**config.mk**
```make
export PLATFORM = sky130hd
export DESIGN_NAME = nibble_complement_frame_decoder
export DESIGN_NICKNAME = d
export VERILOG_FILES = /design/src/hw/rtl/ncfd_pkg.sv /design/src/hw/rtl/nibble_complement_frame_decoder.sv /design/src/hw/rtl/ncfd_win_cell.sv /design/src/hw/rtl/ncfd_out_cell.sv
export SDC_FILE = /design/constraint.sdc
export NUM_CORES = 1
export LEC_CHECK = 0
export BUFFER_PORTS_ARGS = -buffer_cell sky130_fd_sc_hd__buf_2
export CAP_MARGIN = 25
export CORE_UTILIZATION = 40
export CTS_CLUSTER_SIZE = 25
export DETAILED_ROUTE_END_ITERATION = 16
export PLACE_DENSITY = 0.64
export RECOVER_POWER = 50
export SLEW_MARGIN = 20
export SYNTH_ARGS = -nofsm -noshare
export SYNTH_HDL_FRONTEND = slang
export SYNTH_SLANG_ARGS = --single-unit
```
**constraint.sdc**
```tcl
create_clock -name clock -period 12.1 [get_ports clock]
set_clock_uncertainty 0.05 [all_clocks]
set_input_delay 3.63 -clock clock [delete_from_list [all_inputs] [get_ports clock]]
set_output_delay 3.63 -clock clock [all_outputs]
set_load 0.01 [all_outputs]
```
**src/hw/rtl/ncfd_pkg.sv**
```systemverilog
// Shared constants and types for the nibble-complement frame decoder.
// Used by the window cell, the output cell and the top level; no dependencies.
`timescale 1ns / 1ps

package ncfd_pkg;

   // Largest payload length and the window that holds the longest frame.
   localparam int MAX_PAYLOAD = 16;
   localparam int WIN_DEPTH   = 2 * MAX_PAYLOAD + 3;

   // Widths; LEN_W, IDX_W and FILL_W are derived from the sizes above.
   localparam int CFG_W  = 5;
   localparam int LEN_W  = $clog2(MAX_PAYLOAD + 1);
   localparam int IDX_W  = $clog2(WIN_DEPTH);
   localparam int FILL_W = $clog2(WIN_DEPTH + 1);
   localparam int BIDX_W = 4;

   // Frame delimiters.
   localparam logic [7:0] HDR_BYTE = 8'h53;
   localparam logic [7:0] TRL_BYTE = 8'h43;
   localparam logic [3:0] HDR_NIB  = HDR_BYTE[7:4];
   localparam logic [3:0] TRL_NIB  = TRL_BYTE[3:0];

   // One decoded payload byte with its position and end marker.
   typedef struct packed {
      logic [7:0]        data_byte;
      logic [BIDX_W-1:0] byte_index;
      logic              last;
   } out_item_type;

   // Per-cycle control for the output cell chain.
   typedef struct packed {
      logic load;
      logic shift;
   } cell_ctl_type;

endpackage

```
**src/hw/rtl/nibble_complement_frame_decoder.sv**
```systemverilog
// A frame is checked once the pending flag registers the transaction that
// completes it; on a match its payload loads into the output chain and the
// bytes then leave one per cycle while rsp_ready is high. The input takes no
// new byte until the last one is checked, nor while a frame drains or stalls.
// The first byte shifts down MAX_PAYLOAD - N cells before it reaches the port.
// Reset: synchronous, clears the fill count, the pending flag, output valids and sets N to 16.
`timescale 1ns / 1ps

module nibble_complement_frame_decoder (
   input  logic                         clock,
   input  logic                         reset,
   input  logic                         req_valid,
   output logic                         req_ready,
   input  logic [7:0]                   req_rx_byte,
   output logic                         rsp_valid,
   input  logic                         rsp_ready,
   output logic [7:0]                   rsp_data_byte,
   output logic [ncfd_pkg::BIDX_W-1:0]  rsp_byte_index,
   output logic                         rsp_last,
   input  logic                         csr_wr_en,
   input  logic [ncfd_pkg::CFG_W-1:0]   csr_wr_data
);
   import ncfd_pkg::*;

   localparam logic [IDX_W-1:0]  HDR_TOP  = IDX_W'(WIN_DEPTH - 3);
   localparam logic [FILL_W-1:0] FILL_MAX = FILL_W'(WIN_DEPTH);

   logic [CFG_W-1:0]  len_ff;
   logic [CFG_W-1:0]  len_in;
   logic [FILL_W-1:0] fill_ff;
   logic [FILL_W-1:0] fill_in;
   logic              pend_ff;
   logic              pend_in;

   logic              req_fire;
   logic              rsp_fire;
   logic [LEN_W-1:0]  n_eff;
   logic [FILL_W-1:0] flen;
   logic [IDX_W-1:0]  hdr_idx;
   logic [IDX_W-1:0]  nib_idx;

   logic [7:0]           win_q   [WIN_DEPTH];
   logic [7:0]           win_d   [WIN_DEPTH];
   logic [WIN_DEPTH-1:0] hdr_hit;
   logic [WIN_DEPTH-1:0] nib_hit;
   logic [WIN_DEPTH-1:0] pair_ok;
   logic [WIN_DEPTH-1:0] pair_need;

   logic hdr_ok;
   logic trl_ok;
   logic pairs_ok;
   logic fill_ok;
   logic match;

   cell_ctl_type          out_ctl;
   out_item_type          out_item  [MAX_PAYLOAD];
   logic [MAX_PAYLOAD-1:0] out_v;
   out_item_type          load_item [MAX_PAYLOAD];
   logic [MAX_PAYLOAD-1:0] load_v;

   assign req_fire  = req_valid & req_ready;
   assign rsp_fire  = rsp_valid & rsp_ready;
   assign req_ready = ~pend_ff & ~(|out_v);

   // Payload length register.
   assign len_in = csr_wr_en ? csr_wr_data : len_ff;

   always_ff @(posedge clock) begin
      if (reset) begin
         len_ff <= CFG_W'(16);
      end else begin
         len_ff <= len_in;
      end
   end

   // Fill count saturates at the window depth; the check runs the cycle after.
   always_comb begin
      fill_in = fill_ff;
      if (req_fire && (fill_ff != FILL_MAX)) begin
         fill_in = fill_ff + FILL_W'(1);
      end
      pend_in = req_fire;
   end

   always_ff @(posedge clock) begin
      if (reset) begin
         fill_ff <= '0;
         pend_ff <= 1'b0;
      end else begin
         fill_ff <= fill_in;
         pend_ff <= pend_in;
      end
   end

   // Receive window: a row of byte cells, newest byte at the top index.
   genvar gw;
   generate
      for (gw = 0; gw < WIN_DEPTH; gw++) begin : g_win
         if (gw == WIN_DEPTH - 1) begin : g_top
            assign win_d[gw] = req_rx_byte;
         end else begin : g_mid
            assign win_d[gw] = win_q[gw + 1];
         end
         ncfd_win_cell u_cell (
            .clock       (clock),
            .shift_en    (req_fire),
            .din         (win_d[gw]),
            .q           (win_q[gw]),
            .hdr_hit     (hdr_hit[gw]),
            .hdr_nib_hit (nib_hit[gw]),
            .pair_ok     (pair_ok[gw])
         );
      end
   endgenerate

   // Effective length and frame geometry; the trailer always sits at the top.
   assign n_eff   = (int'(len_ff) > MAX_PAYLOAD) ? LEN_W'(MAX_PAYLOAD) : LEN_W'(len_ff);
   assign flen    = FILL_W'({n_eff, 1'b0}) + FILL_W'(3);
   assign hdr_idx = HDR_TOP - IDX_W'({n_eff, 1'b0});
   assign nib_idx = hdr_idx + IDX_W'(1);

   // Complement pairs are required from the second frame byte up to the
   // byte just below the trailer.
   always_comb begin
      pair_need = '0;
      for (int j = 0; j < WIN_DEPTH - 2; j++) begin
         pair_need[j] = (IDX_W'(j) > hdr_idx);
      end
   end

   assign pairs_ok = &(pair_ok | ~pair_need);
   assign hdr_ok   = hdr_hit[hdr_idx] & nib_hit[nib_idx];
   assign trl_ok   = (win_q[WIN_DEPTH-1] == TRL_BYTE) &&
                     (win_q[WIN_DEPTH-2][7:4] == TRL_NIB);
   assign fill_ok  = (fill_ff >= flen);
   assign match    = pend_ff & (n_eff != '0) & fill_ok & hdr_ok & trl_ok & pairs_ok;

   // Output chain: the last payload byte lands in the top cell and the frame
   // drains toward cell zero, which drives the result port.
   assign out_ctl.load  = match;
   assign out_ctl.shift = rsp_ready | ~out_v[0];

   genvar go;
   generate
      for (go = 0; go < MAX_PAYLOAD; go++) begin : g_out
         localparam int M = MAX_PAYLOAD - 1 - go;
         logic [LEN_W-1:0] pos;
         out_item_type     up_item;
         logic             up_v;

         assign pos = n_eff - LEN_W'(M + 1);
         assign load_v[go]               = (LEN_W'(M) < n_eff);
         assign load_item[go].data_byte  = {win_q[WIN_DEPTH-4-2*M][7:4],
                                            win_q[WIN_DEPTH-3-2*M][7:4]};
         assign load_item[go].byte_index = BIDX_W'(pos);
         assign load_item[go].last       = (M == 0);

         if (go == MAX_PAYLOAD - 1) begin : g_top
            assign up_item = '0;
            assign up_v    = 1'b0;
         end else begin : g_mid
            assign up_item = out_item[go + 1];
            assign up_v    = out_v[go + 1];
         end

         ncfd_out_cell u_cell (
            .clock      (clock),
            .reset      (reset),
            .ctl        (out_ctl),
            .load_item  (load_item[go]),
            .load_valid (load_v[go]),
            .up_item    (up_item),
            .up_valid   (up_v),
            .item       (out_item[go]),
            .valid      (out_v[go])
         );
      end
   endgenerate

   assign rsp_valid      = out_v[0];
   assign rsp_data_byte  = out_item[0].data_byte;
   assign rsp_byte_index = out_item[0].byte_index;
   assign rsp_last       = out_item[0].last;

   // A frame check never overlaps a frame still draining.
   a_pend_idle : assert property (@(posedge clock) disable iff (reset)
      pend_ff |-> !(|out_v))
      else $error("frame check while output chain busy");

   // A check cycle is always followed by a non-check cycle.
   a_pend_once : assert property (@(posedge clock) disable iff (reset)
      pend_ff |=> !pend_ff)
      else $error("frame check repeated");

   // Once a frame starts coming out, its bytes are contiguous.
   a_no_gap : assert property (@(posedge clock) disable iff (reset)
      (rsp_fire && !rsp_last) |=> rsp_valid)
      else $error("gap inside a decoded frame");

   // Byte positions count up by one within a frame.
   a_index_step : assert property (@(posedge clock) disable iff (reset)
      (rsp_fire && !rsp_last) |=>
         (rsp_byte_index == $past(rsp_byte_index) + BIDX_W'(1)))
      else $error("byte index did not advance");

endmodule

```
**src/hw/rtl/ncfd_win_cell.sv**
```systemverilog
// One byte cell of the receive window shift chain.
// Depends on ncfd_pkg for the delimiter constants.
`timescale 1ns / 1ps

module ncfd_win_cell (
   input  logic       clock,
   input  logic       shift_en,
   input  logic [7:0] din,
   output logic [7:0] q,
   output logic       hdr_hit,
   output logic       hdr_nib_hit,
   output logic       pair_ok
);
   import ncfd_pkg::*;

   logic [7:0] byte_ff;
   logic [7:0] byte_in;

   // Take the byte on din (the newer neighbor's, or the incoming byte at the top) on every accepted transaction.
   assign byte_in = shift_en ? din : byte_ff;

   always_ff @(posedge clock) begin
      byte_ff <= byte_in;
   end

   assign q = byte_ff;

   // Local checks: header byte, second-byte nibble, and the complement rule
   // between this byte's high nibble and the newer neighbor's low nibble.
   assign hdr_hit     = (byte_ff == HDR_BYTE);
   assign hdr_nib_hit = (byte_ff[3:0] == HDR_NIB);
   assign pair_ok     = (byte_ff[7:4] == ~din[3:0]);

endmodule

```
**src/hw/rtl/ncfd_out_cell.sv**
```systemverilog
// One cell of the output chain that holds a decoded payload byte.
// Depends on ncfd_pkg for the item and control types.
`timescale 1ns / 1ps

module ncfd_out_cell (
   input  logic                    clock,
   input  logic                    reset,
   input  ncfd_pkg::cell_ctl_type  ctl,
   input  ncfd_pkg::out_item_type  load_item,
   input  logic                    load_valid,
   input  ncfd_pkg::out_item_type  up_item,
   input  logic                    up_valid,
   output ncfd_pkg::out_item_type  item,
   output logic                    valid
);
   import ncfd_pkg::*;

   out_item_type item_ff;
   out_item_type item_in;
   logic         valid_ff;
   logic         valid_in;

   // Load a fresh frame, or move one step toward the output end; otherwise hold.
   always_comb begin
      item_in  = item_ff;
      valid_in = valid_ff;
      if (ctl.load) begin
         item_in  = load_item;
         valid_in = load_valid;
      end else if (ctl.shift) begin
         item_in  = up_item;
         valid_in = up_valid;
      end
   end

   always_ff @(posedge clock) begin
      item_ff <= item_in;
   end

   always_ff @(posedge clock) begin
      if (reset) begin
         valid_ff <= 1'b0;
      end else begin
         valid_ff <= valid_in;
      end
   end

   assign item  = item_ff;
   assign valid = valid_ff;

endmodule

```
==> results.md, run 1 <==
- Detail-routed net length per standard cell: 19.7 um
- Resized cells post-CTS: 0
- TritonCTS Sinks: 516
- Global-route wire length before repair: 76.0 mm
- Total Die Area: 56500 sq um
- Result of the run: finished with violations
- Floorplan die width: 238 um
- Worst vdd rail ir drop: 0.106 mV
- Fraction of the yosys area taken by sequential cells: 67.7%
- Post-Syn Instances: 1688
- Layout Utilization: 44.7%
- Antenna cells: 0
- Fin crit period: 7.52 ns
- Effective utilization at floorplan: 40.4%
- Slack of the critical path: 4.58 ns
- Tightest slew margin relative to the limit: -92.3%
- Number of antenna violations at the first check in global routing: 2
- DPL Wire Length: 30.9 mm
- Max capacitance violation total: 2
- Fill cell total of the finished layout: 4981
- Global router's overall resource usage: 17.2%
- Sw Ratio: 22.2%
- Routed wire length: 48.7 mm
- Period Utilization, post-route: 62.1%
- Worst Path Arrival: 7.60 ns
- CTS tree: built
- P_leak: 8.29 nW
- Max-slew violation count: 93
- Number of global-route vias before repair: 13204
- P_sw: 0.000842 W
- Largest fanout of any net on the critical path: 109
- Clock-pin slew on the worst setup and hold paths: 0.06 ns
- Number of top-level pins: 33
- Yosys warnings: 0
- Total number of H-tree levels: 2
- Final hold violation count: 0
- Data required time at the worst endpoint: 12.18 ns
- Count of unique library cells instantiated by Yosys: 73
- Violations in the final reports: max-capacitance violations, max-slew violations
- Unrepaired setup endpoints after global routing: no
- Leading register cell type out of synthesis: edfxtp_1
- Cell area after placement: 23000 sq um
- Post-placement worst setup slack: 4.95 ns
- Post-synth net total: 1726
- Synth Cell Area: 22200 sq um
- Share of total power in sequential cells: 55.0%
- Setup crit end kind: flop
- Number of buffers inserted during clock tree synthesis: 52
- Routed vias/inst: 5.45
- Count of unresolved DRC violations after routing: 0
- Total non-filler cell area in the finished layout: 24600 sq um
- Count of nets after finishing: 1727
- Post-Synthesis Mean Instance Area: 13.2 sq um
- Area added between synthesis and finish: 10.7%
- Total power per unit cell area: 154 nW/um^2
- Number of optimization iterations in the first detailed-route pass: 6
- Root buf cell: clkbuf_16
- Crit start category: input port
- Hold-fix buffers at CTS: 0
- Setup Fix Bufs, Post-CTS: 0
- Grt total ovfl: 0
- DR vias: 13505
- Remaining number of nets flagged by the antenna check after routing: 0
- Core footprint: 55000 sq um
- Clock share of power: 40.3%
- Seq cells post-synth: 516
- Die H: 238 um
- Gp weighted congestion: 0.898
- Largest net degree at the start of global routing: 193
- Proportion of layout cells with a drive suffix above 1: 6.93%
- Combinational share of power: 4.7%
- Hold Path Class: reg -> reg
- Port Buffer Count: 32
- Top achievable clock speed: 133 MHz
- Setup violators final: 0
- Bufs on Longest Clock Path: 3
- Insertion delay to the later sink of the worst-skew pair: 0.59 ns
- Initial detailed-routing violation count: 1457
- Setup Crit Path Kind: in -> reg
- Total Negative Setup Slacks: 0 ns
- Slew at the pin closest to its max-slew limit: 2.88 ns
- Post-synth ARST share: 0%
- Number of enable flip-flop cells after synthesis: 472
- FP Rows: 86
- Internal power component: 0.00294 W
==> power by group through the flow <==
stage | logic (W) | registers [W] | clock network, W
global placement | 0.000169 | 0.00211 | 0
global route | 0.000194 | 0.00209 | 0.00162
finish | 0.000179 | 0.00208 | 0.00153
detailed placement | 0.000172 | 0.00212 | 0
CTS | 0.000173 | 0.00208 | 0.00156
floorplan | 0.000128 | 0.00210 | 0
==> area by class of cell <==
class | instances | area [sq um] | share of cell area (%)
flip-flops and latches | 516 | 15100 | 61.2
clock buffers | 68 | 1380 | 5.62
well taps | 748 | 936 | 3.80
inverters | 13 | 50.0 | 0.203
repair buffers | 47 | 315 | 1.28
clock inverters | 28 | 206 | 0.839
multi-input cells | 1059 | 6660 | 27.1
==> critical path, stage by stage <==
cell	delay, ns
buf_2	0.08
nand2_1	0.11
clkinvlp_2	1.08
buf_16	0.50
clkbuf_1	2.10
==> final timing paths <==
check | startpoint | endpoint | slack (ns) | cells after the start
hold / removal | g_out[15].u_cell.item[0] | g_out[15].u_cell.item[0] | 0.39 | 2
hold reg to reg | g_out[15].u_cell.item[0] | g_out[15].u_cell.item[0] | 0.39 | 2
setup reg to reg | len_ff[4] | g_out[13].u_cell.item[11] | 5.08 | 14
setup / recovery | req_valid | g_win[13].u_cell.q[7] | 4.58 | 5
==> through the flow <==
stage / total power, W / hold slack (ns) / cells
3_5_place_dp: 0.00229 / 0.389 / 2381
3_3_place_gp: 0.00228 / 0.388 / 2380
6_report: 0.00378 / 0.394 / 2479
4_1_cts: 0.00381 / 0.399 / 2477
5_1_grt: 0.00391 / 0.420 / 2479
2_1_floorplan: 0.00223 / 0.373 / 1688
==> logic make-up (layout without fill, tap and decap cells) <==
family	after synthesis	after routing	synth area share [%]
multiplexers	49	49	2.21
AND/OR/NAND/NOR	584	584	13.7
adder cells (fa/ha/maj)	20	20	1.13
flip-flops	516	516	67.7
AO/OA/AOI/OAI	259	259	6.85
XOR/XNOR	147	147	5.91
buffers and inverters	113	156	2.48
==> sequential cells by signal, indices dropped and copies added (netlist names) <==
name and cells:
g_out.u_cell.item 208, g_out.u_cell.valid 16, len_ff 5, g_win.u_cell.q 280, fill_ff 6, pend_ff 1
==> Yosys cell counts (4+ instances only) <==
cell | instances | area [sq um]
a2111oi_0 | 6 | 52.6
a211oi_1 | 14 | 105
a21o_1 | 7 | 52.6
a21oi_1 | 37 | 185
and2_1 | 10 | 62.6
and3_1 | 6 | 37.5
and4b_1 | 14 | 140
buf_2 | 25 | 125
buf_4 | 5 | 37.5
clkbuf_1 | 55 | 206
clkbuf_2 | 8 | 40.0
dfxtp_1 | 44 | 881
edfxtp_1 | 472 | 14200
ha_1 | 20 | 250
inv_1 | 10 | 37.5
mux2i_1 | 49 | 490
nand2_1 | 238 | 893
nand2b_1 | 7 | 43.8
nand3_1 | 140 | 701
nand4_1 | 38 | 238
nand4b_1 | 10 | 87.6
nor2_1 | 21 | 78.8
nor2b_1 | 6 | 37.5
nor3_1 | 7 | 35.0
nor4_1 | 32 | 200
nor4b_1 | 14 | 123
nor4bb_1 | 14 | 140
o211ai_1 | 8 | 60.1
o21ai_0 | 139 | 696
o21ai_1 | 9 | 45.0
o21bai_1 | 11 | 82.6
or3_1 | 4 | 25.0
xnor2_1 | 72 | 631
xor2_1 | 73 | 639
==> placed cells by master, fill, tap and decap left out, drive strengths merged, types with 9 or more instances in the layout <==
master | synthesis | routed
edfxtp | 472 | 472
nand2 | 238 | 238
o21ai | 148 | 148
nand3 | 140 | 140
clkbuf | 63 | 84
xnor2 | 74 | 74
xor2 | 73 | 73
mux2i | 49 | 49
dfxtp | 44 | 44
nand4 | 38 | 38
a21oi | 37 | 37
nor4 | 33 | 33
buf | 37 | 31
clkinv | 1 | 25
nor2 | 22 | 22
ha | 20 | 20
a211oi | 14 | 14
nor4b | 14 | 14
nor4bb | 14 | 14
and4b | 14 | 14
inv | 12 | 12
o21bai | 11 | 11
nand4b | 10 | 10
and2 | 10 | 10
nor3 | 9 | 9
==> per-layer routing <==
layer	vias to the layer above	routed length, um	global-route usage (%)
li1	6344	-	-
met1	6651	21300	24.0
met2	424	23300	27.5
met3	86	3010	2.81
met4	0	1140	5.22
met5	-	0	0
Power figures use the tool's default switching activity.
==> inputs of run 2 (changes only) <==
--- a/config.mk
+++ b/config.mk
@@ -10,7 +10,7 @@
 export CORE_UTILIZATION = 40
 export CTS_CLUSTER_SIZE = 25
 export DETAILED_ROUTE_END_ITERATION = 16
-export PLACE_DENSITY = 0.64
+export PLACE_DENSITY = 0.66
 export RECOVER_POWER = 50
 export SLEW_MARGIN = 20
 export SYNTH_ARGS = -nofsm -noshare
==> constraint.sdc (replaced) <==
create_clock -name clock -period 6.2 [get_ports clock]
set_clock_uncertainty 0.05 [all_clocks]
set_input_delay 1.86 -clock clock [delete_from_list [all_inputs] [get_ports clock]]
set_output_delay 1.86 -clock clock [all_outputs]
set_load 0.01 [all_outputs]
==> results.md, run 2 (synthesis results as in run 1) <==
- Final hold violation count: 0
- Setup slack on the worst flop-to-flop path: 0.48 ns
- Floorplan die width: 238 um
- Port Buffer Count: 32
- Grt total ovfl: 0
- Global router's overall resource usage: 17.1%
- Most used cells in the layout excluding fill and tap cells: edfxtp_1 (472), nand2_1 (236), nand3_1 (140), o21ai_0 (139), xor2_1 (73)
- Max capacitance violation total: 1
- Slew at the pin closest to its max-slew limit: 2.07 ns
- Max-slew violation count: 145
- Clock share of power: 40.0%
- Internal power component: 0.00573 W
- Violations in the final reports: max-capacitance violations, max-slew violations
- Total Die Area: 56500 sq um
- Number of buffers inserted during clock tree synthesis: 52
- Effective utilization at floorplan: 40.4%
- Setup Crit Path Kind: reg -> reg
- Gp weighted congestion: 0.920
- Setup Fix Bufs, Post-CTS: 0
- Routed wire length: 48.0 mm
- DPL Wire Length: 30.3 mm
- Total number of H-tree levels: 2
- Fin crit period: 5.72 ns
- Detail-routed net length per standard cell: 19.3 um
- Most frequent standard cell in the layout excluding fill and tap cells: edfxtp_1
- Largest net degree at the start of global routing: 207
- Global-route wire length before repair: 75.6 mm
- Number of top-level pins: 33
- Routed vias/inst: 5.45
- Area added between synthesis and finish: 11.0%
- DR vias: 13535
- Number of global-route vias before repair: 13356
- Number of antenna violations at the first check in global routing: 0
- Hold Path Class: reg -> reg
- Core footprint: 55000 sq um
- P_sw: 0.00161 W
- Largest fanout of any net on the critical path: 41
- Flip-flop count of the largest register after layout: 280
- Insertion delay to the later sink of the worst-skew pair: 0.59 ns
- Resized cells post-CTS: 0
- Initial detailed-routing violation count: 1447
- Top achievable clock speed: 175 MHz
- Setup crit end kind: flop
- Data required time at the worst endpoint: 6.40 ns
- Bufs on Longest Clock Path: 3
- Remaining number of nets flagged by the antenna check after routing: 0
- Cell area after placement: 23100 sq um
- Crit start category: flop
- Number of optimization iterations in the first detailed-route pass: 7
- Clock-pin slew on the worst setup and hold paths: 0.06 ns
- Unrepaired setup endpoints after global routing: no
- Proportion of layout cells with a drive suffix above 1: 7.21%
- FP Rows: 86
- TritonCTS Sinks: 516
- Period Utilization, post-route: 92.3%
- Result of the run: finished with violations
- Sw Ratio: 22.0%
- Worst Path Arrival: 5.93 ns
- CTS tree: built
- Total power after layout: 0.00734 W
- Count of nets after finishing: 1735
- Layout Utilization: 44.9%
- Die H: 238 um
- P_leak: 8.32 nW
- Tightest slew margin relative to the limit: -38.1%
- Count of unresolved DRC violations after routing: 0
- Setup violators final: 0
- Share of total power in sequential cells: 55.3%
- Hold-fix buffers at CTS: 0
- Total non-filler cell area in the finished layout: 24700 sq um
- Worst vdd rail ir drop: 0.187 mV
- Total power per unit cell area: 297 nW/um^2
- Combinational share of power: 4.6%
- Root buf cell: clkbuf_16
==> run 2: worst paths after layout <==
kind                                                from                       end  cells past startpoint
worst min-delay path            g_out[15].u_cell.item[0]  g_out[15].u_cell.item[0]                      2
worst max register to register                 len_ff[4]  g_out[14].u_cell.item[5]                     13
worst max-delay path                           len_ff[4]  g_out[14].u_cell.item[5]                     13
worst min register to register  g_out[15].u_cell.item[0]  g_out[15].u_cell.item[0]                      2
==> run 2: through the flow <==
step / hold slack [ns] / instances / TNS [ns] / setup WS [ns]
2_1_floorplan: 0.373 / 1688 / -94.14 / -0.336
3_3_place_gp: 0.384 / 2389 / 0 / 0.830
3_5_place_dp: 0.392 / 2389 / 0 / 0.513
4_1_cts: 0.402 / 2479 / 0 / 0.510
5_1_grt: 0.426 / 2481 / 0 / 0.216
6_report: 0.397 / 2482 / 0 / 0.475
==> run 2: final cells by class <==
| type | instances | area (sq um) |
|---|---|---|
| Fill cell | 4874 | 30300 |
| Clock inverter | 21 | 170 |
| Multi-Input combinational cell | 1059 | 6680 |
| Clock buffer | 69 | 1390 |
| Timing Repair Buffer | 55 | 399 |
| Sequential cell | 516 | 15100 |
| Antenna cell | 1 | 2.50 |
| Tap cell | 748 | 936 |
| Inverter | 13 | 50.0 |
==> run 2: critical path, stage by stage, from the launching register on <==
cell	delay, ns
dfxtp_1	0.71
inv_1	0.34
nand2_1	0.45
ha_1	0.59
or3b_1	0.66
nor4_2	0.36
nor2_1	0.10
and4b_1	0.25
o311ai_0	0.49
and4b_4	0.36
nand2_1	0.06
buf_4	0.21
nand2_8	0.32
buf_4	0.40
==> run 2: power groups by stage <==
stage	Sequential, W	Combinational, W	Clock (W)
2_1_floorplan	0.00410	0.000250	0
3_3_place_gp	0.00413	0.000330	0
3_5_place_dp	0.00413	0.000338	0
4_1_cts	0.00406	0.000339	0.00300
5_1_grt	0.00408	0.000369	0.00312
6_report	0.00406	0.000341	0.00294
==> run 2: metal layers <==
layer,vias up,global-route usage (%),share of wire [%]
met1,6713,22.8,43
met5,-,0,0
met3,81,3.39,6.1
met2,378,27.9,48
li1,6363,-,-
met4,0,5.45,2.4
